[src/sv/mrlp_pkg.sv]
package mrlp_pkg;

    localparam int ValueBitsDef = 64;
    localparam int MaxPos       = 64;
    localparam int QueueDepth   = 2;

    typedef enum logic [1:0] {
        KIND_DEC = 2'd0,
        KIND_HEX = 2'd1,
        KIND_BIN = 2'd2,
        KIND_CHR = 2'd3
    } t_kind;

    typedef enum logic {
        CFG_LITTLE_ENDIAN = 1'b0,
        CFG_SHOW_ALL      = 1'b1
    } t_cfg_index;

    localparam logic [7:0] CH_MINUS = 8'h2D;
    localparam logic [7:0] CH_PLUS  = 8'h2B;
    localparam logic [7:0] CH_X     = 8'h78;
    localparam logic [7:0] CH_PCT   = 8'h25;
    localparam logic [7:0] CH_DQUOT = 8'h22;
    localparam logic [7:0] CH_SQUOT = 8'h27;
    localparam logic [7:0] CH_ZERO  = 8'h30;
    localparam logic [7:0] CH_ONE   = 8'h31;
    localparam logic [7:0] CH_NINE  = 8'h39;
    localparam logic [7:0] CH_LA    = 8'h61;
    localparam logic [7:0] CH_LF    = 8'h66;
    localparam logic [7:0] CH_UA    = 8'h41;
    localparam logic [7:0] CH_UF    = 8'h46;

    // Hex digit value with a valid flag in bit 4.
    function automatic logic [4:0] hex_val(input logic [7:0] c);
        logic [7:0] d;
        d = 8'd0;
        if (c >= CH_ZERO && c <= CH_NINE) begin
            d = c - CH_ZERO;
            return {1'b1, d[3:0]};
        end else if (c >= CH_LA && c <= CH_LF) begin
            d = c - CH_LA + 8'd10;
            return {1'b1, d[3:0]};
        end else if (c >= CH_UA && c <= CH_UF) begin
            d = c - CH_UA + 8'd10;
            return {1'b1, d[3:0]};
        end
        return 5'd0;
    endfunction

endpackage

[src/sv/mrlp_front.sv]
module mrlp_front #(
    parameter int VALUE_BITS = mrlp_pkg::ValueBitsDef
) (
    input  logic                        i_clk,
    input  logic                        i_rst_n,
    input  logic                        i_accept,
    input  logic [7:0]                  i_chr,
    input  logic                        i_final_req,
    output logic                        o_push,
    output logic [4*VALUE_BITS+6:0]     o_rec
);
    import mrlp_pkg::*;

    localparam int VB = VALUE_BITS;

    logic [VB-1:0] r_dec_acc, n_dec_acc, r_dec_w, n_dec_w;
    logic [VB-1:0] r_hex_acc, n_hex_acc;
    logic [VB-1:0] r_bin_acc, n_bin_acc;
    logic [VB-1:0] r_chr_acc, n_chr_acc;
    logic [6:0]    r_hex_pos, n_hex_pos;
    logic [6:0]    r_bin_pos, n_bin_pos;
    logic [6:0]    r_chr_pos, n_chr_pos;
    logic          r_hex_pfx, n_hex_pfx;
    logic [2:0]    r_sign, n_sign;
    logic [3:0]    r_alive, n_alive;

    logic [4:0]    hex_d;
    logic [7:0]    dec_d;
    logic [VB-1:0] dec_prod;

    assign hex_d    = hex_val(i_chr);
    assign dec_d    = i_chr - CH_ZERO;
    assign dec_prod = r_dec_w * VB'(dec_d[3:0]);

    always_comb begin
        n_dec_acc = r_dec_acc;
        n_dec_w   = r_dec_w;
        n_hex_acc = r_hex_acc;
        n_bin_acc = r_bin_acc;
        n_chr_acc = r_chr_acc;
        n_hex_pos = r_hex_pos;
        n_bin_pos = r_bin_pos;
        n_chr_pos = r_chr_pos;
        n_hex_pfx = r_hex_pfx;
        n_sign    = r_sign;
        n_alive   = r_alive;

        if (r_alive[0]) begin
            if (i_chr == CH_MINUS) begin
                n_dec_acc = VB'(0) - r_dec_acc;
                n_sign[0] = ~r_sign[0];
            end else if (i_chr == CH_PLUS) begin
                n_dec_acc = r_dec_acc;
            end else if (i_chr >= CH_ZERO && i_chr <= CH_NINE) begin
                n_dec_acc = r_dec_acc + dec_prod;
                n_dec_w   = (r_dec_w << 3) + (r_dec_w << 1);
            end else begin
                n_alive[0] = 1'b0;
            end
        end

        if (r_alive[1]) begin
            if (i_chr == CH_MINUS) begin
                n_hex_acc = VB'(0) - r_hex_acc;
                n_sign[1] = ~r_sign[1];
                n_hex_pfx = 1'b1;
            end else if (i_chr == CH_PLUS || i_chr == CH_X) begin
                n_hex_pfx = 1'b1;
            end else if (r_hex_pfx) begin
                n_hex_pfx = 1'b1;
            end else if (hex_d[4]) begin
                if (r_hex_pos < 7'(VB)) begin
                    n_hex_acc = r_hex_acc + (VB'(hex_d[3:0]) << r_hex_pos);
                end
                if (r_hex_pos < 7'(MaxPos)) begin
                    n_hex_pos = r_hex_pos + 7'd4;
                end
            end else begin
                n_alive[1] = 1'b0;
            end
        end

        if (r_alive[2]) begin
            if (i_chr == CH_ZERO || i_chr == CH_ONE) begin
                if (r_bin_pos < 7'(VB)) begin
                    n_bin_acc = r_bin_acc + (VB'(i_chr[0]) << r_bin_pos);
                end
                if (r_bin_pos < 7'(MaxPos)) begin
                    n_bin_pos = r_bin_pos + 7'd1;
                end
            end else if (i_chr == CH_PCT) begin
                n_bin_acc = r_bin_acc;
            end else if (i_chr == CH_MINUS) begin
                n_bin_acc = VB'(0) - r_bin_acc;
                n_sign[2] = ~r_sign[2];
            end else begin
                n_alive[2] = 1'b0;
            end
        end

        if (r_alive[3]) begin
            if (i_chr != CH_DQUOT && i_chr != CH_SQUOT && r_chr_pos < 7'(VB)) begin
                n_chr_acc = r_chr_acc + (VB'(i_chr) << r_chr_pos);
                n_chr_pos = r_chr_pos + 7'd8;
            end
        end
    end

    assign o_push = i_accept && i_final_req;
    assign o_rec  = {n_alive, n_sign, n_chr_acc, n_bin_acc, n_hex_acc, n_dec_acc};

    always_ff @(posedge i_clk) begin
        if (!i_rst_n || (i_accept && i_final_req)) begin
            r_dec_acc <= '0;
            r_dec_w   <= VB'(1);
            r_hex_acc <= '0;
            r_bin_acc <= '0;
            r_chr_acc <= '0;
            r_hex_pos <= '0;
            r_bin_pos <= '0;
            r_chr_pos <= '0;
            r_hex_pfx <= 1'b0;
            r_sign    <= '0;
            r_alive   <= '1;
        end else if (i_accept) begin
            r_dec_acc <= n_dec_acc;
            r_dec_w   <= n_dec_w;
            r_hex_acc <= n_hex_acc;
            r_bin_acc <= n_bin_acc;
            r_chr_acc <= n_chr_acc;
            r_hex_pos <= n_hex_pos;
            r_bin_pos <= n_bin_pos;
            r_chr_pos <= n_chr_pos;
            r_hex_pfx <= n_hex_pfx;
            r_sign    <= n_sign;
            r_alive   <= n_alive;
        end
    end

endmodule

[src/sv/mrlp_queue.sv]
module mrlp_queue #(
    parameter int WIDTH = 263,
    parameter int DEPTH = mrlp_pkg::QueueDepth
) (
    input  logic             i_clk,
    input  logic             i_rst_n,
    input  logic             i_push,
    input  logic [WIDTH-1:0] i_data,
    output logic             o_full,
    output logic             o_valid,
    output logic [WIDTH-1:0] o_data,
    input  logic             i_pop
);
    localparam int AW = (DEPTH > 1) ? $clog2(DEPTH) : 1;
    localparam int CW = $clog2(DEPTH + 1);

    logic [WIDTH-1:0] r_mem [DEPTH];
    logic [AW-1:0]    r_wp, r_rp;
    logic [CW-1:0]    r_cnt;

    assign o_full  = (r_cnt == CW'(DEPTH));
    assign o_valid = (r_cnt != '0);
    assign o_data  = r_mem[r_rp];

    always_ff @(posedge i_clk) begin
        if (i_push) begin
            r_mem[r_wp] <= i_data;
        end
    end

    always_ff @(posedge i_clk) begin
        if (!i_rst_n) begin
            r_wp  <= '0;
            r_rp  <= '0;
            r_cnt <= '0;
        end else begin
            if (i_push) begin
                r_wp <= (r_wp == AW'(DEPTH - 1)) ? '0 : r_wp + AW'(1);
            end
            if (i_pop) begin
                r_rp <= (r_rp == AW'(DEPTH - 1)) ? '0 : r_rp + AW'(1);
            end
            if (i_push && !i_pop) begin
                r_cnt <= r_cnt + CW'(1);
            end else if (i_pop && !i_push) begin
                r_cnt <= r_cnt - CW'(1);
            end
        end
    end

    a_no_overflow: assert property (@(posedge i_clk) disable iff (!i_rst_n)
        i_push |-> (!o_full || i_pop))
        else $error("push into full queue");

    a_no_underflow: assert property (@(posedge i_clk) disable iff (!i_rst_n)
        i_pop |-> o_valid)
        else $error("pop from empty queue");

    a_pop_count: assert property (@(posedge i_clk) disable iff (!i_rst_n)
        (i_pop && !i_push) |=> (r_cnt == $past(r_cnt) - CW'(1)))
        else $error("queue count did not drop on pop");

endmodule

[src/sv/mrlp_back.sv]
module mrlp_back #(
    parameter int VALUE_BITS = mrlp_pkg::ValueBitsDef
) (
    input  logic                     i_clk,
    input  logic                     i_rst_n,
    input  logic                     i_little_endian,
    input  logic                     i_show_all,
    input  logic                     i_q_valid,
    input  logic [4*VALUE_BITS+6:0]  i_q_data,
    output logic                     o_pop,
    output logic                     o_valid,
    input  logic                     i_stall,
    output mrlp_pkg::t_kind          o_kind,
    output logic [63:0]              o_value,
    output logic [3:0]               o_byte_count,
    output logic                     o_negative,
    output logic                     o_no_match,
    output logic                     o_last
);
    import mrlp_pkg::*;

    localparam int VB = VALUE_BITS;
    localparam logic [63:0] VMASK = 64'hFFFF_FFFF_FFFF_FFFF >> (64 - VB);

    // queue head fields
    logic [VB-1:0] h_dec, h_hex, h_bin, h_chr;
    logic [2:0]    h_sign;
    logic [3:0]    h_alive;

    assign h_dec   = i_q_data[VB-1:0];
    assign h_hex   = i_q_data[2*VB-1:VB];
    assign h_bin   = i_q_data[3*VB-1:2*VB];
    assign h_chr   = i_q_data[4*VB-1:3*VB];
    assign h_sign  = i_q_data[4*VB+2:4*VB];
    assign h_alive = i_q_data[4*VB+6:4*VB+3];

    logic          s1_free, s2_free, out_free;
    logic          load;
    logic [3:0]    r_done;
    logic [3:0]    first_alive, list, pending, sel;
    logic          sel_last, sel_nm, sel_neg;
    t_kind         sel_kind;
    logic [VB-1:0] sel_acc;

    // stage 1: chosen reading
    logic          r1_valid, r1_neg, r1_last, r1_nm;
    t_kind         r1_kind;
    logic [VB-1:0] r1_acc;

    // stage 2: byte count known
    logic          r2_valid, r2_neg, r2_last, r2_nm;
    t_kind         r2_kind;
    logic [VB-1:0] r2_acc;
    logic [3:0]    r2_n;

    logic [VB-1:0] mag;
    logic [63:0]   mag64;
    logic [3:0]    cnt_n;
    logic [63:0]   acc64, fmt_v, neg_mask;

    assign out_free = !o_valid || !i_stall;
    assign s2_free  = !r2_valid || out_free;
    assign s1_free  = !r1_valid || s2_free;

    // walk the head literal's live readers, one per cycle unless stalled
    assign first_alive = h_alive & (~h_alive + 4'd1);
    assign list        = i_show_all ? h_alive : first_alive;
    assign pending     = list & ~r_done;
    assign sel         = pending & (~pending + 4'd1);
    assign sel_last    = ((pending & ~sel) == 4'd0);
    assign sel_nm      = (h_alive == 4'd0);
    assign load        = i_q_valid && s1_free;
    assign o_pop       = load && sel_last;

    always_comb begin
        sel_kind = KIND_DEC;
        sel_acc  = h_dec;
        sel_neg  = h_sign[0];
        if (sel[1]) begin
            sel_kind = KIND_HEX;
            sel_acc  = h_hex;
            sel_neg  = h_sign[1];
        end else if (sel[2]) begin
            sel_kind = KIND_BIN;
            sel_acc  = h_bin;
            sel_neg  = h_sign[2];
        end else if (sel[3]) begin
            sel_kind = KIND_CHR;
            sel_acc  = h_chr;
            sel_neg  = 1'b0;
        end else if (sel_nm) begin
            sel_neg  = 1'b0;
        end
    end

    // byte count of the magnitude, rounded up to even in little-endian mode
    always_comb begin
        mag   = r1_neg ? (VB'(0) - r1_acc) : r1_acc;
        mag64 = 64'(mag);
        cnt_n = 4'd1;
        for (int i = 1; i < 8; i++) begin
            if (mag64[8*i +: 8] != 8'd0) begin
                cnt_n = 4'(i + 1);
            end
        end
        if (i_little_endian && cnt_n[0]) begin
            cnt_n = cnt_n + 4'd1;
        end
    end

    // byte reversal in little-endian mode, negative trim and width mask
    always_comb begin
        logic [2:0] src;
        src   = 3'd0;
        acc64 = 64'(r2_acc);
        fmt_v = acc64;
        if (i_little_endian) begin
            fmt_v = '0;
            for (int i = 0; i < 8; i++) begin
                if (4'(i) < r2_n) begin
                    src = 3'(r2_n - 4'(i) - 4'd1);
                    fmt_v[8*i +: 8] = acc64[8*src +: 8];
                end
            end
        end
        neg_mask = (r2_n == 4'd8) ? 64'hFFFF_FFFF_FFFF_FFFF
                                  : ((64'd1 << {r2_n, 3'b000}) - 64'd1);
        if (r2_neg) begin
            fmt_v = fmt_v & neg_mask;
        end
        fmt_v = fmt_v & VMASK;
    end

    always_ff @(posedge i_clk) begin
        if (!i_rst_n) begin
            r_done   <= '0;
            r1_valid <= 1'b0;
            r2_valid <= 1'b0;
            o_valid  <= 1'b0;
        end else begin
            if (o_pop) begin
                r_done <= '0;
            end else if (load) begin
                r_done <= r_done | sel;
            end
            if (s1_free) begin
                r1_valid <= i_q_valid;
            end
            if (s2_free) begin
                r2_valid <= r1_valid;
            end
            if (out_free) begin
                o_valid <= r2_valid;
            end
        end
    end

    always_ff @(posedge i_clk) begin
        if (load) begin
            r1_kind <= sel_kind;
            r1_acc  <= sel_acc;
            r1_neg  <= sel_neg;
            r1_last <= sel_last;
            r1_nm   <= sel_nm;
        end
        if (s2_free && r1_valid) begin
            r2_kind <= r1_kind;
            r2_acc  <= r1_acc;
            r2_neg  <= r1_neg;
            r2_last <= r1_last;
            r2_nm   <= r1_nm;
            r2_n    <= cnt_n;
        end
        if (out_free && r2_valid) begin
            o_last     <= r2_last;
            o_no_match <= r2_nm;
            if (r2_nm) begin
                o_kind       <= KIND_DEC;
                o_value      <= '0;
                o_byte_count <= '0;
                o_negative   <= 1'b0;
            end else begin
                o_kind       <= r2_kind;
                o_value      <= fmt_v;
                o_byte_count <= r2_n;
                o_negative   <= r2_neg;
            end
        end
    end

endmodule

[src/sv/multi_radix_literal_parser.sv]
// Multi-radix literal parser. Feed the characters of one literal last to first, one request
// per cycle; mark the literal's first character with i_final_req. Decimal, hex, binary and
// packed-character readers update in parallel on every character, so the input side takes one
// character per clock while o_stall is low. On the final character the reader state is pushed
// into a two-entry queue and the output side emits one result per clock while i_stall is low:
// one per literal, or up to four when show_all is set. A literal that yields several results
// occupies the output side until all of them are emitted; o_stall rises only when the queue is
// full. Write configuration only while no literal is in flight.
module multi_radix_literal_parser #(
    parameter int VALUE_BITS = mrlp_pkg::ValueBitsDef
) (
    input  logic            i_clk,
    input  logic            i_rst_n,
    input  logic            i_valid,
    output logic            o_stall,
    input  logic [7:0]      i_chr,
    input  logic            i_final_req,
    output logic            o_valid,
    input  logic            i_stall,
    output mrlp_pkg::t_kind o_kind,
    output logic [63:0]     o_value,
    output logic [3:0]      o_byte_count,
    output logic            o_negative,
    output logic            o_no_match,
    output logic            o_last,
    input  logic            i_cfg_valid,
    output logic            o_cfg_ready,
    input  logic            i_cfg_index,
    input  logic            i_cfg_data
);
    import mrlp_pkg::*;

    localparam int RecW = 4 * VALUE_BITS + 7;

    logic            r_little_endian, r_show_all;
    logic            accept, push, q_full, q_valid, pop;
    logic [RecW-1:0] rec, q_data;

    assign o_cfg_ready = 1'b1;
    assign accept      = i_valid && !o_stall;
    assign o_stall     = q_full;

    always_ff @(posedge i_clk) begin
        if (!i_rst_n) begin
            r_little_endian <= 1'b0;
            r_show_all      <= 1'b0;
        end else if (i_cfg_valid && o_cfg_ready) begin
            unique case (t_cfg_index'(i_cfg_index))
                CFG_LITTLE_ENDIAN: r_little_endian <= i_cfg_data;
                CFG_SHOW_ALL:      r_show_all      <= i_cfg_data;
                default:           r_show_all      <= r_show_all;
            endcase
        end
    end

    mrlp_front #(
        .VALUE_BITS(VALUE_BITS)
    ) u_front (
        .i_clk       (i_clk),
        .i_rst_n     (i_rst_n),
        .i_accept    (accept),
        .i_chr       (i_chr),
        .i_final_req (i_final_req),
        .o_push      (push),
        .o_rec       (rec)
    );

    mrlp_queue #(
        .WIDTH(RecW),
        .DEPTH(QueueDepth)
    ) u_queue (
        .i_clk   (i_clk),
        .i_rst_n (i_rst_n),
        .i_push  (push),
        .i_data  (rec),
        .o_full  (q_full),
        .o_valid (q_valid),
        .o_data  (q_data),
        .i_pop   (pop)
    );

    mrlp_back #(
        .VALUE_BITS(VALUE_BITS)
    ) u_back (
        .i_clk           (i_clk),
        .i_rst_n         (i_rst_n),
        .i_little_endian (r_little_endian),
        .i_show_all      (r_show_all),
        .i_q_valid       (q_valid),
        .i_q_data        (q_data),
        .o_pop           (pop),
        .o_valid         (o_valid),
        .i_stall         (i_stall),
        .o_kind          (o_kind),
        .o_value         (o_value),
        .o_byte_count    (o_byte_count),
        .o_negative      (o_negative),
        .o_no_match      (o_no_match),
        .o_last          (o_last)
    );

endmodule

[config.mk]
export PLATFORM = sky130hd
export DESIGN_NAME = multi_radix_literal_parser
export DESIGN_NICKNAME = d
export VERILOG_FILES = /design/src/sv/mrlp_pkg.sv /design/src/sv/mrlp_front.sv /design/src/sv/mrlp_queue.sv /design/src/sv/mrlp_back.sv /design/src/sv/multi_radix_literal_parser.sv
export SDC_FILE = /design/constraint.sdc
export NUM_CORES = 2
export LEC_CHECK = 0
export BUFFER_PORTS_ARGS = -buffer_cell sky130_fd_sc_hd__buf_2
export CORE_ASPECT_RATIO = 0.6
export CORE_MARGIN = 2
export CORE_UTILIZATION = 35
export DETAILED_ROUTE_END_ITERATION = 16
export REMOVE_ABC_BUFFERS = 1
export SKIP_LAST_GASP = 1
export SYNTH_ARGS = -nofsm -noshare
export SYNTH_HDL_FRONTEND = slang
export SYNTH_SLANG_ARGS = --single-unit
[constraint.sdc]
create_clock -name i_clk -period 15.1 [get_ports i_clk]
set_input_delay 1.51 -clock i_clk [delete_from_list [all_inputs] [get_ports i_clk]]
set_output_delay 1.51 -clock i_clk [all_outputs]
set_load 0.02 [all_outputs]
==> impl_metrics.csv <==
group,metric,value,unit
clock_tree,cts_tree,"yes",
sta,grt_setup_unrepaired,"false",
final_layout,design_area,84200,um^2
synthesis,syn_area,77400,um^2
final_layout,syn2layout_area_growth,8.75,%
synthesis,avgSynthCellArea,9.00,um^2
synthesis,synthArstFlopShare,0,%
pwr,vdd_drop_max,117,uV
synthesis,ys_top_cells_by_area,"edfxtp_1, dfxtp_1, a21oi_1",
floorplan,dieHeight,368,um
route,drt_iter0_drc,9007,
worst_setup_path,path_class,"input pin to flop",
pwr,p_leak,32.2,nW
worst_setup_path,crit_family,"compound AO/OA/AOI/OAI gates",
sta,min_period,7570,ps
clock_tree,htreeDepth,3,
route,num_vias,68900,
grt,grt_overflow,0,
floorplan,start_util,35.3,%
final_layout,fin_cells,11400,
final_layout,fill_cells,21800,
synthesis,synth_compound_area_share,20.3,%
clock_tree,clkTransAtPathRegs,70,ps
synthesis,synth_mux_area_share,7.23,%
synthesis,yosys_register_bits,1093,
sta,hold_slack,419,ps
grt,track_usage,23.9,%
clock_tree,ctsRootBufferMaster,"clkbuf_16",
worst_setup_path,rrSetupSlack,8430,ps
run_status,violations,"max-capacitance violations, max-slew violations",
synthesis,yosysTopAreaCell,"edfxtp_1",
clock_tree,clk-insertion-delay-late,750,ps
worst_setup_path,worstPathArrival,8050,ps
sta,fin_worst_skew,36.1,ps
worst_setup_path,slowest_stage,"a211oi_1",
run_status,status,"complete, but fails checks",
synthesis,synth_top_area_share,28.5,%
grt,grt_pass1_wl,411000,um
route,first_pass_iters,9,
sta,finalMaxSlewViolations,3,
synthesis,synth_adder_area_share,10.3,%
sta,tightest_slew,1690,ps
floorplan,rows,133,
synthesis,netlist_instances,8599,
worst_setup_path,worst_path_largest_cell_delay,520,ps
route,wl_per_cell,24.5,um
clock_tree,numCtsBuffers,104,
worst_setup_path,critPathBufInv,6,
synthesis,yosysUniqueCellTypes,101,
floorplan,coreArea,219000,um^2
run,maxCapViolCount,2,
synthesis,synthTopCellsByCount,"nand2_1, a21oi_1, nor2_1, edfxtp_1, o21ai_0",
placed_design,postPlaceCellArea,80700,um^2
placed_design,dp.cells,11200,
final_layout,drive_above_1_share,8.02,%
floorplan,die_area,225000,um^2
placed_design,place_congestion,0.971,
final_layout,utilization,38.4,%
worst_setup_path,path_common_cell,"buf_4",
placed_design,dpl_worst_slack,6900,ps
grt,first_global_vias,62400,
synthesis,seq_area_frac_synth,37.8,%
synthesis,yosys.area_share.simple,16.8,%
sta,relSlewSlack,-12.7,%
route,via_per_inst,6.05,
final_layout,nets,8937,
worst_setup_path,cp-start-kind,"input pin",
synthesis,synth_edf_count,736,
clock_tree,cts_setup_buffers,0,
route,route.detailed.drc,0,
worst_setup_path,required,15590,ps
route,finalWirelength,279000,um
clock_tree,cts_buffer_depth,3,
synthesis,yosysMostFrequentCell,"nand2_1",
synthesis,synth_top_family_by_area,"compound AO/OA/AOI/OAI gates",
sta,setup_slack,7530,ps
grt,grt_max_degree,127,
worst_setup_path,path_max_fanout,35,
sta,fin_tns_setup,0,ps
placed_design,dp_hpwl,206000,um
floorplan,die_w,611,um
sta,hold_viol_final,0,
grt,antenna_found_initial,16,
synthesis,synth-xor-area-share,3.56,%
worst_setup_path,endpoint_kind,"flop",
synthesis,synthFlopType,"edfxtp_1",
placed_design,numPortBuffers,89,
sta,fmax,132,MHz
sta,setup_viol,0,
min_path,hold_path_class,"flop to flop",
floorplan,ios,92,
sta,period_share,50.1,%
pwr,power.total,9.57,mW
route,final_antenna_net_count,0,
pwr,powerDensity,114,nW/um^2
clock_tree,cts_hold_buf,0,
clock_tree,cts_resized,0,
synthesis,ys_warn_count,0,
clock_tree,cts.sink_count,1093,
-- sequential cells by signal, indices dropped and copies added (netlist names), 2 cells and up, named ones only --
register	count
u_back.r1_acc	64
u_front.r_dec_acc	64
u_front.r_hex_acc	64
u_front.r_bin_pos	7
u_back.r2_n	4
u_queue.r_cnt	2
u_front.r_chr_pos	4
u_front.r_alive	3
u_front.r_sign	3
u_front.r_hex_pos	5
u_queue.r_mem	524
u_front.r_dec_w	64
u_back.r2_kind	2
u_front.r_chr_acc	64
u_back.acc64	64
u_back.o_kind	2
u_back.o_byte_count	4
u_back.r_done	4
u_back.r1_kind	2
u_back.o_value	64
u_front.r_bin_acc	64
-- worst reg2reg max path, delay by kind of cell (launching register included) --
family                     cells  cell delay, ps
AOI/OAI and AO/OA              8            2990
and+or+nand+nor                4             860
xor gates and xnor gates       1             140
buffers and inverters          3             390
adders and majority gates      4            1540
DFF                            1             440
-- metal layers --
metal | up-vias | GRT usage, % | share of wire, %
met4 | 0 | 4.66 | 2.0
met3 | 338 | 7.33 | 13
met1 | 33700 | 37.2 | 47
met5 | - | 0 | 0
li1 | 31200 | - | -
met2 | 3688 | 31.7 | 38
-- final cells by class --
cell class,instances,area [um^2],share of cell area [%]
Sequential cell,1093,29300,34.7
Timing Repair Buffer,202,1310,1.55
Antenna cell,2,5.00,0.00594
Tap cell,2902,3630,4.31
Clock inverter,75,792,0.941
Inverter,292,1100,1.30
Multi-Input combinational cell,6702,45400,53.9
Clock buffer,123,2740,3.26
-- path summary, 6_finish.rpt --
| kind | from | endpoint | cells past startpoint |
|---|---|---|---|
| setup / recovery | i_chr[0] | u_queue.r_mem[0][127]$_DFFE_PP_ | 25 |
| hold / removal | u_back.r2_kind[1]$_DFFE_PP_ | u_back.o_kind[1]$_DFFE_PP_ | 0 |
| setup reg to reg | u_front.r_dec_w[1]$_SDFFE_PP0P_ | u_queue.r_mem[1][62]$_DFFE_PP_ | 20 |
| hold reg to reg | u_back.r2_kind[1]$_DFFE_PP_ | u_back.o_kind[1]$_DFFE_PP_ | 0 |
-- cell usage in the layout (no fill, tap or decap), types with 104 or more instances in the layout --
cell / count
o21ai_0: 519
and2_1: 161
mux2_2: 105
buf_4: 112
xor2_1: 132
dfxtp_1: 352
nor2_1: 793
a21oi_1: 1000
mux2i_1: 270
inv_1: 288
nor3_1: 168
nand3_1: 172
edfxtp_1: 736
nand2_1: 1051
fa_1: 186
a21o_1: 193
clkbuf_16: 104
ha_1: 340
xnor2_1: 183
-- power breakdown --
part | total (mW) | internal (mW) | switching, mW
Sequential | 4.10 | 3.66 | 0.437
Clock | 2.79 | 1.48 | 1.31
Combinational | 2.69 | 0.840 | 1.85
Total | 9.57 | 5.98 | 3.59
-- cell families (layout without fill, tap and decap cells) --
logic type,Yosys count,in the layout
XOR/XNOR,315,315
AND/OR/NAND/NOR,2856,2856
multiplexers,451,451
AO/OA/AOI/OAI,2551,2551
other,2,4
flip-flops,1093,1093
buffers and inverters,804,692
adder cells (fa/ha/maj),527,527
(Power assumes the default switching activity.)
